===== src/rsp_pkg.sv =====
`timescale 1ns / 1ps

package rsp_pkg;

  // fixed point full-on brightness
  localparam int unsigned FullOn      = 4096;
  localparam int unsigned BlinkLast   = 14;
  localparam int unsigned DutyW       = 13;
  localparam int unsigned LevelW      = 15;
  localparam int unsigned StepW       = 12;
  localparam int unsigned DivW        = 6;
  localparam int unsigned CfgIdxW     = 2;
  localparam int unsigned CfgDataW    = 12;

  // register reset values
  localparam logic [StepW-1:0] IdleStepRst    = 12'd41;
  localparam logic [StepW-1:0] RainbowStepRst = 12'd41;
  localparam logic [DivW-1:0]  ErrorDivRst    = 6'd5;

  // configuration register indexes
  typedef enum logic [CfgIdxW-1:0] {
    CFG_IDLE_STEP    = 2'd0,
    CFG_RAINBOW_STEP = 2'd1,
    CFG_ERROR_DIVIDE = 2'd2
  } cfg_idx_t;

  // item operations
  typedef enum logic {
    OP_TICK = 1'b0,
    OP_SET  = 1'b1
  } op_t;

  // display modes
  typedef enum logic [1:0] {
    MODE_IDLE    = 2'd0,
    MODE_ERROR   = 2'd1,
    MODE_RAINBOW = 2'd2
  } mode_t;

  // rainbow fade phases
  typedef enum logic [1:0] {
    FADE_RED   = 2'd0,
    FADE_GREEN = 2'd1,
    FADE_BLUE  = 2'd2
  } fade_t;

  typedef struct packed {
    logic [StepW-1:0] idle_step;
    logic [StepW-1:0] rainbow_step;
    logic [DivW-1:0]  error_divide;
  } cfg_t;

  typedef struct packed {
    logic       operation;
    logic [1:0] mode;
  } item_t;

  typedef struct packed {
    mode_t      cur_mode;
    logic [3:0] blink_phase;
  } status_t;

  // clamp a signed level to the 0..full duty range
  function automatic logic [DutyW-1:0] clamp_duty(input logic signed [LevelW-1:0] v);
    logic [DutyW-1:0] res;
    if (v < 0) begin
      res = '0;
    end else if (v > $signed(LevelW'(FullOn))) begin
      res = DutyW'(FullOn);
    end else begin
      res = v[DutyW-1:0];
    end
    return res;
  endfunction

endpackage


===== src/rgb_status_pattern_generator_top.sv =====
`timescale 1ns / 1ps

// channel   direction  handshake            payload
// in_       input      in_valid / in_stall  in_operation, in_mode
// out_      output     out_valid / out_stall out_red_duty, out_green_duty, out_blue_duty
// cfg_      input      cfg_valid / cfg_ready cfg_index, cfg_data
//
// one item per cycle sustained while out_stall is low; the result passes through the input register,
// which loads at the transfer, and then the colour register, which the pattern logic loads
// synchronous active-low reset restores all registers except the input payload to defaults, led off, idle mode
// out_stall backs up into in_stall in the same cycle; cfg_ready is always high

module rgb_status_pattern_generator_top (
  input  logic                          clk,
  input  logic                          rst_n,
  input  logic                          in_valid,
  output logic                          in_stall,
  input  logic                          in_operation,
  input  logic [1:0]                    in_mode,
  output logic                          out_valid,
  input  logic                          out_stall,
  output logic [rsp_pkg::DutyW-1:0]     out_red_duty,
  output logic [rsp_pkg::DutyW-1:0]     out_green_duty,
  output logic [rsp_pkg::DutyW-1:0]     out_blue_duty,
  input  logic                          cfg_valid,
  output logic                          cfg_ready,
  input  logic [rsp_pkg::CfgIdxW-1:0]   cfg_index,
  input  logic [rsp_pkg::CfgDataW-1:0]  cfg_data
);

  rsp_pkg::cfg_t    cfg;
  rsp_pkg::item_t   s1_item;
  rsp_pkg::status_t status;
  logic             s1_valid;
  logic             adv;

  assign cfg_ready = 1'b1;

  // configuration registers
  rsp_cfg_regs u_cfg (
    .clk       (clk),
    .rst_n     (rst_n),
    .cfg_valid (cfg_valid && cfg_ready),
    .cfg_index (cfg_index),
    .cfg_data  (cfg_data),
    .cfg       (cfg)
  );

  // input register
  rsp_in_stage u_in (
    .clk          (clk),
    .rst_n        (rst_n),
    .in_valid     (in_valid),
    .in_operation (in_operation),
    .in_mode      (in_mode),
    .in_stall     (in_stall),
    .adv          (adv),
    .s1_valid     (s1_valid),
    .s1_item      (s1_item)
  );

  // pattern state and colour register
  rsp_core u_core (
    .clk            (clk),
    .rst_n          (rst_n),
    .cfg            (cfg),
    .s1_valid       (s1_valid),
    .s1_item        (s1_item),
    .adv            (adv),
    .out_stall      (out_stall),
    .out_valid      (out_valid),
    .out_red_duty   (out_red_duty),
    .out_green_duty (out_green_duty),
    .out_blue_duty  (out_blue_duty),
    .status         (status)
  );

  // duties never exceed full on
  a_duty_range: assert property (@(posedge clk) disable iff (!rst_n)
    out_red_duty <= rsp_pkg::DutyW'(rsp_pkg::FullOn) &&
    out_green_duty <= rsp_pkg::DutyW'(rsp_pkg::FullOn) &&
    out_blue_duty <= rsp_pkg::DutyW'(rsp_pkg::FullOn))
    else $error("duty above full on");

  // green only lights in rainbow mode
  a_green_rainbow: assert property (@(posedge clk) disable iff (!rst_n)
    status.cur_mode != rsp_pkg::MODE_RAINBOW |-> out_green_duty == '0)
    else $error("green lit outside rainbow mode");

  // blink phase stays below the period
  a_blink_range: assert property (@(posedge clk) disable iff (!rst_n)
    status.blink_phase <= 4'(rsp_pkg::BlinkLast))
    else $error("blink phase out of range");

  // an item leaving the input register shows up as a result next cycle
  a_item_moves: assert property (@(posedge clk) disable iff (!rst_n)
    s1_valid && adv |=> out_valid)
    else $error("item lost between stages");

endmodule


===== src/rsp_cfg_regs.sv =====
`timescale 1ns / 1ps

module rsp_cfg_regs (
  input  logic                          clk,
  input  logic                          rst_n,
  input  logic                          cfg_valid,
  input  logic [rsp_pkg::CfgIdxW-1:0]   cfg_index,
  input  logic [rsp_pkg::CfgDataW-1:0]  cfg_data,
  output rsp_pkg::cfg_t                 cfg
);

  rsp_pkg::cfg_t cfg_r;
  rsp_pkg::cfg_t cfg_nxt;

  // register write decode, unknown indexes dropped
  always_comb begin
    cfg_nxt = cfg_r;
    if (cfg_valid) begin
      case (cfg_index)
        rsp_pkg::CFG_IDLE_STEP:    cfg_nxt.idle_step    = cfg_data;
        rsp_pkg::CFG_RAINBOW_STEP: cfg_nxt.rainbow_step = cfg_data;
        rsp_pkg::CFG_ERROR_DIVIDE: cfg_nxt.error_divide = cfg_data[rsp_pkg::DivW-1:0];
        default:                   cfg_nxt = cfg_r;
      endcase
    end
  end

  always_ff @(posedge clk) begin
    if (!rst_n) begin
      cfg_r.idle_step    <= rsp_pkg::IdleStepRst;
      cfg_r.rainbow_step <= rsp_pkg::RainbowStepRst;
      cfg_r.error_divide <= rsp_pkg::ErrorDivRst;
    end else begin
      cfg_r <= cfg_nxt;
    end
  end

  assign cfg = cfg_r;

endmodule


===== src/rsp_in_stage.sv =====
`timescale 1ns / 1ps

module rsp_in_stage (
  input  logic           clk,
  input  logic           rst_n,
  input  logic           in_valid,
  input  logic           in_operation,
  input  logic [1:0]     in_mode,
  output logic           in_stall,
  input  logic           adv,
  output logic           s1_valid,
  output rsp_pkg::item_t s1_item
);

  logic           s1_valid_r;
  logic           s1_valid_nxt;
  rsp_pkg::item_t item_r;

  // stage holds while its item cannot move on
  assign in_stall     = s1_valid_r && !adv;
  assign s1_valid_nxt = in_stall ? s1_valid_r : in_valid;

  always_ff @(posedge clk) begin
    if (!rst_n) begin
      s1_valid_r <= 1'b0;
    end else begin
      s1_valid_r <= s1_valid_nxt;
    end
  end

  // payload capture on transfer
  always_ff @(posedge clk) begin
    if (in_valid && !in_stall) begin
      item_r.operation <= in_operation;
      item_r.mode      <= in_mode;
    end
  end

  assign s1_valid = s1_valid_r;
  assign s1_item  = item_r;

endmodule


===== src/rsp_core.sv =====
`timescale 1ns / 1ps

module rsp_core (
  input  logic                         clk,
  input  logic                         rst_n,
  input  rsp_pkg::cfg_t                cfg,
  input  logic                         s1_valid,
  input  rsp_pkg::item_t               s1_item,
  output logic                         adv,
  input  logic                         out_stall,
  output logic                         out_valid,
  output logic [rsp_pkg::DutyW-1:0]    out_red_duty,
  output logic [rsp_pkg::DutyW-1:0]    out_green_duty,
  output logic [rsp_pkg::DutyW-1:0]    out_blue_duty,
  output rsp_pkg::status_t             status
);

  localparam int unsigned LW = rsp_pkg::LevelW;
  localparam int unsigned DW = rsp_pkg::DutyW;
  localparam logic signed [LW-1:0] FullLvl = LW'(rsp_pkg::FullOn);

  rsp_pkg::mode_t        mode_r,  mode_nxt;
  rsp_pkg::fade_t        fade_r,  fade_nxt;
  logic signed [LW-1:0]  level_r, level_nxt;
  logic                  rising_r, rising_nxt;
  logic [3:0]            blink_r, blink_nxt;
  logic [rsp_pkg::DivW-1:0] presc_r, presc_nxt;
  logic [DW-1:0]         red_r, red_nxt;
  logic [DW-1:0]         green_r, green_nxt;
  logic [DW-1:0]         blue_r, blue_nxt;
  logic                  out_valid_r, out_valid_nxt;

  logic                  take;
  logic signed [LW-1:0]  idle_step_s;
  logic signed [LW-1:0]  rain_step_s;
  logic signed [LW-1:0]  idle_sum;
  logic signed [LW-1:0]  rain_sum;
  logic signed [LW-1:0]  rain_inv;
  logic [rsp_pkg::DivW:0] presc_inc;
  logic [3:0]            blink_step;
  logic [2:0]            half;

  // result register free or being drained
  assign adv  = !out_valid_r || !out_stall;
  assign take = s1_valid && adv;

  // shared datapath terms
  always_comb begin
    idle_step_s = $signed({{(LW-rsp_pkg::StepW){1'b0}}, cfg.idle_step});
    rain_step_s = $signed({{(LW-rsp_pkg::StepW){1'b0}}, cfg.rainbow_step});
    idle_sum    = rising_r ? (level_r + idle_step_s) : (level_r - idle_step_s);
    rain_sum    = level_r + rain_step_s;
    rain_inv    = FullLvl - rain_sum;
    presc_inc   = {1'b0, presc_r} + 1'b1;
    blink_step  = (blink_r == 4'(rsp_pkg::BlinkLast)) ? 4'd0 : blink_r + 4'd1;
    half        = blink_step[3:1];
  end

  // next state for one item
  always_comb begin
    mode_nxt      = mode_r;
    fade_nxt      = fade_r;
    level_nxt     = level_r;
    rising_nxt    = rising_r;
    blink_nxt     = blink_r;
    presc_nxt     = presc_r;
    red_nxt       = red_r;
    green_nxt     = green_r;
    blue_nxt      = blue_r;
    out_valid_nxt = out_valid_r;
    if (adv) begin
      out_valid_nxt = s1_valid;
    end
    if (take) begin
      if (s1_item.operation == rsp_pkg::OP_SET) begin
        // a new mode blanks the led and restarts its pattern
        if (s1_item.mode <= 2'(rsp_pkg::MODE_RAINBOW) && s1_item.mode != 2'(mode_r)) begin
          mode_nxt  = rsp_pkg::mode_t'(s1_item.mode);
          red_nxt   = '0;
          green_nxt = '0;
          blue_nxt  = '0;
          presc_nxt = '0;
          case (rsp_pkg::mode_t'(s1_item.mode))
            rsp_pkg::MODE_IDLE: begin
              level_nxt  = '0;
              rising_nxt = 1'b1;
            end
            rsp_pkg::MODE_ERROR: begin
              blink_nxt = '0;
            end
            default: begin
              level_nxt = '0;
              fade_nxt  = rsp_pkg::FADE_RED;
            end
          endcase
        end
      end else begin
        case (mode_r)
          rsp_pkg::MODE_IDLE: begin
            // triangle breathing on blue
            level_nxt = idle_sum;
            if (rising_r && idle_sum > FullLvl) begin
              rising_nxt = 1'b0;
            end else if (!rising_r && idle_sum < 0) begin
              rising_nxt = 1'b1;
            end
            red_nxt   = '0;
            green_nxt = '0;
            blue_nxt  = rsp_pkg::clamp_duty(idle_sum);
          end
          rsp_pkg::MODE_ERROR: begin
            // blink sequence steps once per divide period
            if (presc_inc < {1'b0, cfg.error_divide}) begin
              presc_nxt = presc_inc[rsp_pkg::DivW-1:0];
            end else begin
              presc_nxt = '0;
              blink_nxt = blink_step;
              red_nxt   = '0;
              green_nxt = '0;
              blue_nxt  = '0;
              if (blink_step[0]) begin
                if (half >= 3'd1 && half <= 3'd3) begin
                  red_nxt = DW'(rsp_pkg::FullOn);
                end else if (half >= 3'd5) begin
                  blue_nxt = DW'(rsp_pkg::FullOn);
                end
              end
            end
          end
          default: begin
            // rainbow cross-fade
            case (fade_r)
              rsp_pkg::FADE_GREEN: begin
                red_nxt   = rsp_pkg::clamp_duty(rain_inv);
                green_nxt = rsp_pkg::clamp_duty(rain_sum);
                blue_nxt  = '0;
              end
              rsp_pkg::FADE_BLUE: begin
                red_nxt   = '0;
                green_nxt = rsp_pkg::clamp_duty(rain_inv);
                blue_nxt  = rsp_pkg::clamp_duty(rain_sum);
              end
              default: begin
                red_nxt   = rsp_pkg::clamp_duty(rain_sum);
                green_nxt = '0;
                blue_nxt  = rsp_pkg::clamp_duty(rain_inv);
              end
            endcase
            level_nxt = rain_sum;
            if (rain_sum > FullLvl) begin
              level_nxt = '0;
              case (fade_r)
                rsp_pkg::FADE_GREEN: fade_nxt = rsp_pkg::FADE_BLUE;
                rsp_pkg::FADE_BLUE:  fade_nxt = rsp_pkg::FADE_RED;
                default:             fade_nxt = rsp_pkg::FADE_GREEN;
              endcase
            end
          end
        endcase
      end
    end
  end

  always_ff @(posedge clk) begin
    if (!rst_n) begin
      mode_r      <= rsp_pkg::MODE_IDLE;
      fade_r      <= rsp_pkg::FADE_RED;
      level_r     <= '0;
      rising_r    <= 1'b1;
      blink_r     <= '0;
      presc_r     <= '0;
      red_r       <= '0;
      green_r     <= '0;
      blue_r      <= '0;
      out_valid_r <= 1'b0;
    end else begin
      mode_r      <= mode_nxt;
      fade_r      <= fade_nxt;
      level_r     <= level_nxt;
      rising_r    <= rising_nxt;
      blink_r     <= blink_nxt;
      presc_r     <= presc_nxt;
      red_r       <= red_nxt;
      green_r     <= green_nxt;
      blue_r      <= blue_nxt;
      out_valid_r <= out_valid_nxt;
    end
  end

  assign out_valid          = out_valid_r;
  assign out_red_duty       = red_r;
  assign out_green_duty     = green_r;
  assign out_blue_duty      = blue_r;
  assign status.cur_mode    = mode_r;
  assign status.blink_phase = blink_r;

endmodule


===== config.mk =====
export PLATFORM = sky130hd
export DESIGN_NAME = rgb_status_pattern_generator_top
export DESIGN_NICKNAME = d
export VERILOG_FILES = /design/src/rsp_pkg.sv /design/src/rgb_status_pattern_generator_top.sv /design/src/rsp_cfg_regs.sv /design/src/rsp_in_stage.sv /design/src/rsp_core.sv
export SDC_FILE = /design/constraint.sdc
export NUM_CORES = 1
export LEC_CHECK = 0
export BUFFER_PORTS_ARGS = -buffer_cell sky130_fd_sc_hd__buf_2
export CORE_ASPECT_RATIO = 1.75
export CORE_UTILIZATION = 50
export CTS_CLUSTER_DIAMETER = 150
export DETAILED_ROUTE_END_ITERATION = 16
export PLACE_DENSITY = 0.71
export SYNTH_ARGS = -nofsm -noshare
export SYNTH_HDL_FRONTEND = slang
export SYNTH_SLANG_ARGS = --single-unit

===== constraint.sdc =====
create_clock -name clk -period 4.5 [get_ports clk]
set_clock_uncertainty 0.15 [all_clocks]
set_input_delay 0.45 -clock clk [delete_from_list [all_inputs] [get_ports clk]]
set_output_delay 0.45 -clock clk [all_outputs]
set_load 0.03 [all_outputs]

## Word level (Yosys, flattened, before mapping)

Cells that the tools add are included.
W data, S select, Z words.

- $add $sub $neg: 6
- Order comparisons: 11
- Eq/ne operators: 17
- Mux-type cells: 52
- Reductions and logical operators: 32

Operator list:

| kind | number |
|---|---|
| $mux W13 | 18 |
| $pmux W13 S2 | 6 |
| $mux W15 | 5 |
| $gt A15 B14 Y1 const B | 3 |
| $lt A15 B1 Y1 const B | 3 |
| $add A15 B13 Y15 | 2 |
| $pmux W15 S2 | 1 |
| $mux W4 | 6 |
| $mux W6 | 4 |
| $reduce_and A5 Y1 | 3 |
| $sub A14 B15 Y15 const A | 1 |
| $sub A15 B13 Y15 | 1 |
| $mux W2 | 5 |
| $ne A2 B2 Y1 const B | 5 |
| $reduce_and A3 Y1 | 3 |
| $eq A2 B1 Y1 const B | 4 |
| $add A6 B1 Y7 const B | 1 |
| $logic_and A1 B1 Y1 | 7 |
| $lt A7 B6 Y1 | 1 |
| $logic_not A2 Y1 | 3 |
| $mux W1 | 6 |
| $ne A2 B1 Y1 const B | 3 |
| $reduce_and A2 Y1 | 3 |
| $reduce_bool A2 Y1 | 3 |
| other kinds (15) | 21 |

- Register bits: 104
- Input port bits: 22
- Output and inout port bits: 42
- Word-level logic and storage cells: 134

## Longest topological paths before layout

Gate-level depths: netlist of the first run.

- Depth after elaboration: 9
- Depth in mapped cells: 16
- Mapped depth without buffers: 16

## Cells and area by module

Synthesis of the first run repeated with hierarchy kept, for this count alone.

- Cells, all modules: 886
- Area, all modules: 7144.4 µm²

By module, submodules not included:

| module | instances | cells each | area each (µm²) | sequential area each (µm²) |
|---|---|---|---|---|
| rsp_core | 1 | 761 | 5809.3 | 1401.3 |
| rsp_cfg_regs | 1 | 116 | 1186.1 | 600.6 |
| rsp_in_stage | 1 | 7 | 137.6 | 110.1 |
| rgb_status_pattern_generator_top | 1 | 2 | 11.3 | 0.0 |

## Worst setup path after synthesis of the first run

Ideal clock, no wire load.

- Path kind: register to register
- From: register u_cfg.cfg_r, in the netlist u_cfg.cfg[20]
- To: register u_core.blue_r[3], in the netlist u_core.out_blue_duty[3]
- Arrival time: 3.954 ns
- Path slack: 0.308 ns
- Stages on the path, launching flop included: 15
- Path buffers: 0
- Period minus slack after synthesis: 4.192 ns
- Cells stage by stage: dfxtp_1 > or4_1 > nor4_1 > a21oi_1 > xor2_1 > ha_1 > o21a_1 > o21a_1 > o311a_1 > o311a_1 > o21a_1 > nor3_1 > nor4b_2 > o21ai_0 > o31ai_1

- Word-level cells in the longest chain between the ends: 7
- Elaborated cells on any way between the ends: 9
- Classes of those cells: add/sub: 2; order compare: 2; mux: 5

Ends and longest elaborated chain:

| what | RTL line | RTL |
|---|---|---|
| from (decl) | rsp_cfg_regs.sv:12 | `rsp_pkg::cfg_t cfg_r;` |
| from (signal assigned) | rsp_cfg_regs.sv:34 | `cfg_r <= cfg_nxt;` |
| $sub A15 B13 Y15 / $add A15 B13 Y15 (equally long branches) | rsp_core.sv:51 | `idle_sum = rising_r ? (level_r + idle_step_s) : (level_r - idle_step_s);` |
| $mux W15 * | rsp_core.sv:51 |  |
| $gt A15 B14 Y1 | rsp_pkg.sv:68 | `end else if (v > $signed(LevelW'(FullOn))) begin` |
| $mux W13 | rsp_pkg.sv:68 |  |
| $mux W13 * | rsp_pkg.sv:66 | `if (v < 0) begin` |
| $pmux W13 S2 * | rsp_core.sv:98 | `case (mode_r)` |
| $mux W13 * | rsp_core.sv:75 | `if (s1_item.operation == rsp_pkg::OP_SET) begin` |
| to (signal assigned) | rsp_core.sv:185 | `blue_r <= blue_nxt;` |
| to (decl) | rsp_core.sv:30 | `logic [DW-1:0] blue_r, blue_nxt;` |

Every way passes the cells marked *; elsewhere a longest branch is shown, timed or not.
A chain may end at the register's enable or synchronous reset.

## Final worst setup path of the first run

- From: register u_core.level_r[0]
- To: register u_core.blue_r[9], in the netlist u_core.out_blue_duty[9]

- Word-level cells in the longest chain between the ends: 8
- Elaborated cells on any way between the ends: 20
- Classes of those cells: add/sub: 4; order compare: 6; mux: 10

Ends and longest elaborated chain:

| what | RTL line | RTL |
|---|---|---|
| from (decl) | rsp_core.sv:24 | `logic signed [LW-1:0] level_r, level_nxt;` |
| from (signal assigned) | rsp_core.sv:179 | `level_r <= level_nxt;` |
| $add A15 B13 Y15 | rsp_core.sv:52 | `rain_sum = level_r + rain_step_s;` |
| $sub A14 B15 Y15 | rsp_core.sv:53 | `rain_inv = FullLvl - rain_sum;` |
| $gt A15 B14 Y1 | rsp_pkg.sv:68 |  |
| $mux W13 | rsp_pkg.sv:68 |  |
| $mux W13 | - |  |
| $pmux W13 S2 | rsp_core.sv:132 | `case (fade_r)` |
| $pmux W13 S2 * | rsp_core.sv:98 |  |
| $mux W13 * | rsp_core.sv:75 |  |

Marks and branches as above.

==> summary.md, run 1 <==
| Metric | Value |
|---|---|
| Largest net degree at the start of global routing | 41 |
| Post-Syn Area | 7170 um^2 |
| First drt pass iteration count | 5 |
| Final ANT Viol Nets | 0 |
| Die Area | 14800 um^2 |
| Critical R2R Launch | u_core.level_r[0] |
| Final non-filler cell total | 1177 |
| Hold_sp | in_mode[0] |
| Simple logic cell fraction of the synthesized area | 0.232 |
| Gpl congestion | 1.04 |
| Fin. max-slew vios | 0 |
| DR WL met2 | 11700 um |
| Top_reg_cell synth | dfxtp_1 |
| M1 WL | 8660 um |
| Tot Pwr | 2.09 mW |
| Iteration-0 DRC Markers | 536 |
| First-pass GRT wire length | 36200 um |
| Switching power | 0.638 mW |
| Switching fraction of total power | 0.305 |
| CTS sink cnt | 104 |
| Sequential share of power | 0.463 |
| R2r setup slk | 0.10 ns |
| TNS Setup | 0 ns |
| Root Buffer | clkbuf_16 |
| Die Y | 160 um |
| Leading area contributor after synthesis | dfxtp_1 |
| Post-synthesis mux area share | 0.0155 |
| Gr usage total | 0.310 |
| Seq/Total Area, Yosys | 0.295 |
| IO Port Bufs | 62 |
| # diodes | 0 |
| Worst EP required | 4.61 ns |
| WL met3 | 924 um |
| WP buf/inv | 1 |
| CTS H-tree lvls | 3 |
| Max cap viols | 0 |
| Critical-path cell list | ha_1 > fa_1 > xor2_1 > nor3_2 > o221ai_1 > a21o_1 > or4b_1 > a31oi_1 > o211ai_1 > a221oi_4 > buf_4 > nand2_1 > a311oi_1 |
| Cells after synthesis | 929 |
| Area of the multi-input gates | 4770 um^2 |
| Max Freq | 227 MHz |
| DRC | 0 |
| P_int | 1.45 mW |
| Hold Slack | 0.115 ns |
| DP Worst Slack | -0.109 ns |
| Async SR Flop Fraction | 0 |
| Area fraction of the dominant cell type after synthesis | 0.282 |
| CP endpoint kind | flop |
| Die width | 92.5 um |
| EDFF count, synth | 3 |
| Synth Area per Inst | 7.71 um^2 |
| Skew-Pair Late Insertion Delay | 0.35 ns |
| CP Max Fanout | 7 |
| Via/cell ratio | 6.31 |
| TritonCTS clock tree | built |
| Worst hold path class | input port to flop |
| Total number of vias | 7424 |
| Unique cell type count in the Yosys netlist | 77 |
| Part of the cycle the worst path needs | 0.977 |
| Clock share of power | 0.365 |
| Gate power share | 0.172 |
| Vias in the first global route | 7140 |
| Tightest Pin Transition | 1.08 ns |
| Leak | 3.47 nW |
| Startpoint types | flop |
| Flops & latches, synth | 104 |
| DR top layer | met4 |
| TritonCTS Buffers | 9 |
| Dpl hpwl | 17600 um |
| RSZ-0062 raised after global routing | no |
| Slowest stage delay, CP | 0.52 ns |
| Starting Density | 0.515 |
| Row cnt | 57 |
| Mapped Nets | 990 |
| Min Tclk post-route | 4.40 ns |
| Inst Count DP | 1158 |
| Largest cells by area after synthesis | dfxtp_1, ha_1, nand2_1, a21oi_1, nor2_1 |
| Final Hold Vio Count | 0 |
| Drt wl/cell | 19.2 um |
| Top delay family on crit path | compound AO/OA/AOI/OAI gates |
| Crit path from | u_core.level_r[0] |
| Cell Pwr Density | 257 nW/um^2 |
| CTS clk-pin slew, worst paths | 0.08 ns |
| WL final | 22600 um |
| Clk buf depth | 2 |
| Final WS setup | 0.102 ns |
| Initial antenna violation count | 0 |
| Maximum vdd drop | 230 uV |
| Syn. warnings | 0 |
| Io pins | 64 |
| Status | finished clean |
| Xor and xnor fraction of the mapped netlist area | 0.0477 |
| Largest family of logic cells by synthesized area | compound AO/OA/AOI/OAI gates |
| Fin nets | 1056 |
| Slowest-stage cell, CP | or4b_1 |
| Critical path arrival | 4.51 ns |
| Synth Area in Compound Gates | 0.294 |
| Ratio of cells with drive above 1 in the final layout | 0.149 |
| Filler cell count | 1362 |
| Global route overflow | 0 |
| CP Class | flop to flop |
| Relative slew margins | 0.279 |
| Final number of setup-violating endpoints | 0 |
| Area Growth Syn to Fin | 13.7% |
| Register area | 2110 um^2 |
| Core ar. | 13900 um^2 |
| Adder-Cell Fraction of Synth Area | 0.0702 |
## layout make-up
| cell class | instances | area share |
|---|---|---|
| multi-input cells | 740 | 0.586 |
| flip-flops and latches | 104 | 0.259 |
| repair buffers | 103 | 0.0759 |
| clock buffers | 10 | 0.0281 |
| well taps | 177 | 0.0272 |
| inverters | 37 | 0.0171 |
| clock inverters | 6 | 0.00661 |
## power groups by stage
stage | sequential, mW | clock, mW | combinational [mW]
after floorplan | 0.985 | 0 | 0.225
after global placement | 0.987 | 0 | 0.342
after detailed placement | 0.988 | 0 | 0.344
after CTS | 0.966 | 0.769 | 0.346
after global routing | 0.970 | 0.810 | 0.386
final | 0.967 | 0.764 | 0.359
## synth_stat cells, drive strengths merged (3+ instances only)
master and count:
or2 7, a21boi 3, and2 9, nor3b 9, a22o 6, a31o 3, a21o 13, o22ai 8
a22oi 18, a211oi 7, and3 13, a221oi 16, a32oi 11, o31ai 13, a21oi 78, o21a 18
a31oi 18, o21ai 50, nor2 76, nor4 5, mux2i 10, ha 37, nand2 113, inv 36
or4 4, o221ai 7, xor2 19, nand3b 7, nand4 7, nor3 29, buf 8, o211a 3
nand4b 3, dfxtp 101, nand3 29, clkbuf 40, a41oi 3, or3 7, nand2b 10, xnor2 20
o211ai 11, edfxtp 3, a221o 3, nor2b 9
## kinds of logic (layout without fill, tap and decap cells)
group / Yosys count / count (layout)
DFF: 104 / 104
adders and majority gates: 39 / 39
and+or+nand+nor: 343 / 343
muxes: 11 / 11
AOI/OAI and AO/OA: 307 / 307
buffers and inverters: 85 / 156
other: 1 / 1
xor gates and xnor gates: 39 / 39
## placed cells by master (no fill, tap or decap), types with 13 or more instances in the layout
cell type / n
a21o_1: 13
a21oi_1: 77
a221oi_1: 14
a22oi_1: 17
a31oi_1: 18
and3_1: 13
buf_2: 62
buf_4: 41
dfxtp_1: 101
ha_1: 37
inv_1: 35
nand2_1: 113
nand3_1: 29
nor2_1: 76
nor3_1: 27
o21a_1: 18
o21ai_0: 38
xnor2_1: 20
xor2_1: 19
## sequential cells by signal, summed over array words and instances, names as in the netlist
signal,cells
u_core.mode_r,2
u_core.out_green_duty,13
u_cfg.cfg,30
u_core.fade_r,2
u_core.out_valid,1
u_core.out_blue_duty,13
u_core.rising_r,1
u_in.s1_item,3
u_core.level_r,15
u_core.out_red_duty,13
u_core.presc_r,6
u_in.s1_valid,1
u_core.blink_r,4
## worst register-to-register path, delay by kind of cell (launching register included)
family | cells | cell delay [ns]
AO/OA/AOI/OAI | 6 | 1.74
flip-flops | 1 | 0.35
XOR/XNOR | 1 | 0.24
adder cells (fa/ha/maj) | 2 | 0.70
AND/OR/NAND/NOR | 3 | 0.93
buffers and inverters | 1 | 0.19
## worst paths after layout
path | cells after the start | to
hold reg to reg | 2 | u_core.out_green_duty[12]
setup reg to reg | 13 | u_core.out_blue_duty[9]
setup / recovery | 13 | u_core.out_blue_duty[9]
hold / removal | 1 | u_in.s1_item[0]
## per-layer routing
layer / track usage / vias to the layer above
li1: - / 3575
met1: 0.339 / 3513
met2: 0.561 / 251
met3: 0.0355 / 85
met4: 0.184 / 0
met5: 0 / -
## what timing repair did
action | in CTS | in global routing
hold buffers | 0 | 0
gates resized for setup | 1 | 8
endpoints found under the setup margin | 10 | 11
setup buffers | 0 | 3
pin swaps | 0 | 1
## metrics by stage
stage	util	area [um^2]
after global routing	0.586	8140
after detailed placement	0.561	7800
after floorplan	-	7170
after global placement	0.561	7800
after CTS	0.581	8080
final	0.586	8140
Note: power is estimated with default switching activity, not from simulation.
==> run 2: changes to the inputs <==
- CORE_ASPECT_RATIO: 1.75 -> default
==> run 2 against run 1 <==
Against the previous run: die area decreased by 0.12%; design area decreased by 0.35%; non-clock buffer count decreased by 5; utilization decreased by 0.32 points; via count decreased by 1.7%; register-to-register slack improved by 0.14 ns; sequential power about the same; critical endpoint unchanged; largest cell class unchanged.
==> summary.md, run 2 (synthesized netlist as in run 1, its figures left out) <==
| Metric | Value |
|---|---|
| Register area | 2110 um^2 |
| Clk buf depth | 2 |
| TNS Setup | 0 ns |
| First drt pass iteration count | 6 |
| Critical path arrival | 4.38 ns |
| Root Buffer | clkbuf_16 |
| Core ar. | 13900 um^2 |
| Ratio of cells with drive above 1 in the final layout | 0.142 |
| Relative slew margins | 0.335 |
| Iteration-0 DRC Markers | 625 |
| First-pass GRT wire length | 34400 um |
| Hold Slack | 0.111 ns |
| Vias in the first global route | 6694 |
| Status | finished clean |
| Tightest Pin Transition | 0.995 ns |
| Filler cell count | 1309 |
| Area Growth Syn to Fin | 13.3% |
| Final ANT Viol Nets | 0 |
| CTS H-tree lvls | 3 |
| Drt wl/cell | 18.2 um |
| IO Port Bufs | 62 |
| Die Y | 122 um |
| Gpl congestion | 0.990 |
| Worst EP required | 4.62 ns |
| Gr usage total | 0.299 |
| Most frequent cells in the layout | nand2_1, dfxtp_1, a21oi_1 |
| Fin. max-slew vios | 0 |
| TritonCTS Buffers | 9 |
| Global route overflow | 0 |
| Cell Pwr Density | 262 nW/um^2 |
| Max Freq | 235 MHz |
| Commonest non-fill, non-tap cell in the layout | nand2_1 |
| Part of the cycle the worst path needs | 0.946 |
| Area of the multi-input gates | 4760 um^2 |
| DRC | 0 |
| # diodes | 0 |
| TritonCTS clock tree | built |
| Fin nets | 1051 |
| Die width | 122 um |
| Hold Buf Count CTS | 0 |
| Min Tclk post-route | 4.26 ns |
| Maximum vdd drop | 191 uV |
| Final Hold Vio Count | 0 |
| CP endpoint kind | flop |
| Max reg flops | 30 |
| Starting Density | 0.514 |
| WL final | 21400 um |
| CP Class | flop to flop |
| CP Max Fanout | 6 |
| CTS sink cnt | 104 |
| Skew-Pair Late Insertion Delay | 0.36 ns |
| Io pins | 64 |
| Die Area | 14800 um^2 |
| Max cap viols | 0 |
| Row cnt | 43 |
| CTS clk-pin slew, worst paths | 0.07 ns |
| Leak | 3.45 nW |
| Worst hold path class | input port to flop |
| Largest net degree at the start of global routing | 50 |
| Initial antenna violation count | 0 |
| Startpoint types | flop |
| Total number of vias | 7301 |
| Via/cell ratio | 6.22 |
| Dpl hpwl | 16200 um |
| Final number of setup-violating endpoints | 0 |
-- run 2: through the flow --
| step | area, um^2 | cells | util | setup slack (ns) | total power, mW |
|---|---|---|---|---|---|
| after CTS | 8080 | 1173 | 0.580 | 0.137 | 2.12 |
| final | 8120 | 1174 | 0.582 | 0.242 | 2.13 |
| after floorplan | 7170 | 929 | - | 0.308 | 1.21 |
| after global placement | 7780 | 1158 | 0.558 | 0.224 | 1.33 |
| after global routing | 8120 | 1174 | 0.582 | -0.0151 | 2.20 |
| after detailed placement | 7780 | 1158 | 0.558 | 0.199 | 1.33 |
-- run 2: cell type report --
cell class,instances,share of cell area
repair buffers,98,0.0715
multi-input cells,740,0.586
well taps,180,0.0278
inverters,37,0.0171
clock inverters,3,0.00524
flip-flops and latches,104,0.260
clock buffers,12,0.0316
-- run 2: worst max-delay path: stages, from the launching register on --
cell and delay, ns:
dfxtp_1 0.36, or4_1 0.59, nor4_1 0.21, buf_4 0.18, nor2_1 0.05, xnor2_1 0.12, ha_1 0.36, o21ai_0 0.19
a21oi_1 0.08, o41ai_1 0.34, nor2b_2 0.27, xor2_1 0.26, a41oi_2 0.18, nor4b_2 0.31, buf_4 0.20, a221oi_1 0.07
a311oi_1 0.25
-- run 2: timing repair --
| action | in CTS | in global routing |
|---|---|---|
| resized for setup | 0 | 7 |
| setup endpoints to repair | 0 | 18 |
| setup buffers | 0 | 1 |
-- run 2: worst paths after layout --
check                                                from                         to  slack, ns  cells past startpoint
worst min-delay path                           in_mode[1]            u_in.s1_item[1]       0.11                      1
worst max register to register              u_cfg.cfg[20]    u_core.out_blue_duty[9]       0.24                     16
worst max-delay path                        u_cfg.cfg[20]    u_core.out_blue_duty[9]       0.24                     16
worst min register to register  u_core.out_green_duty[12]  u_core.out_green_duty[12]       0.30                      2
-- run 2: routing by layer --
layer / up-vias / track usage / wire, um
li1: 3552 / - / -
met1: 3386 / 0.405 / 9860
met2: 306 / 0.463 / 9320
met3: 57 / 0.0604 / 1510
met4: 0 / 0.120 / 712
met5: - / 0 / 0
-- run 2: power by group --
group          internal, mW  switching, mW
Combinational         0.122          0.230
Sequential            0.944         0.0231
Clock                 0.458          0.349
Total                  1.52          0.602
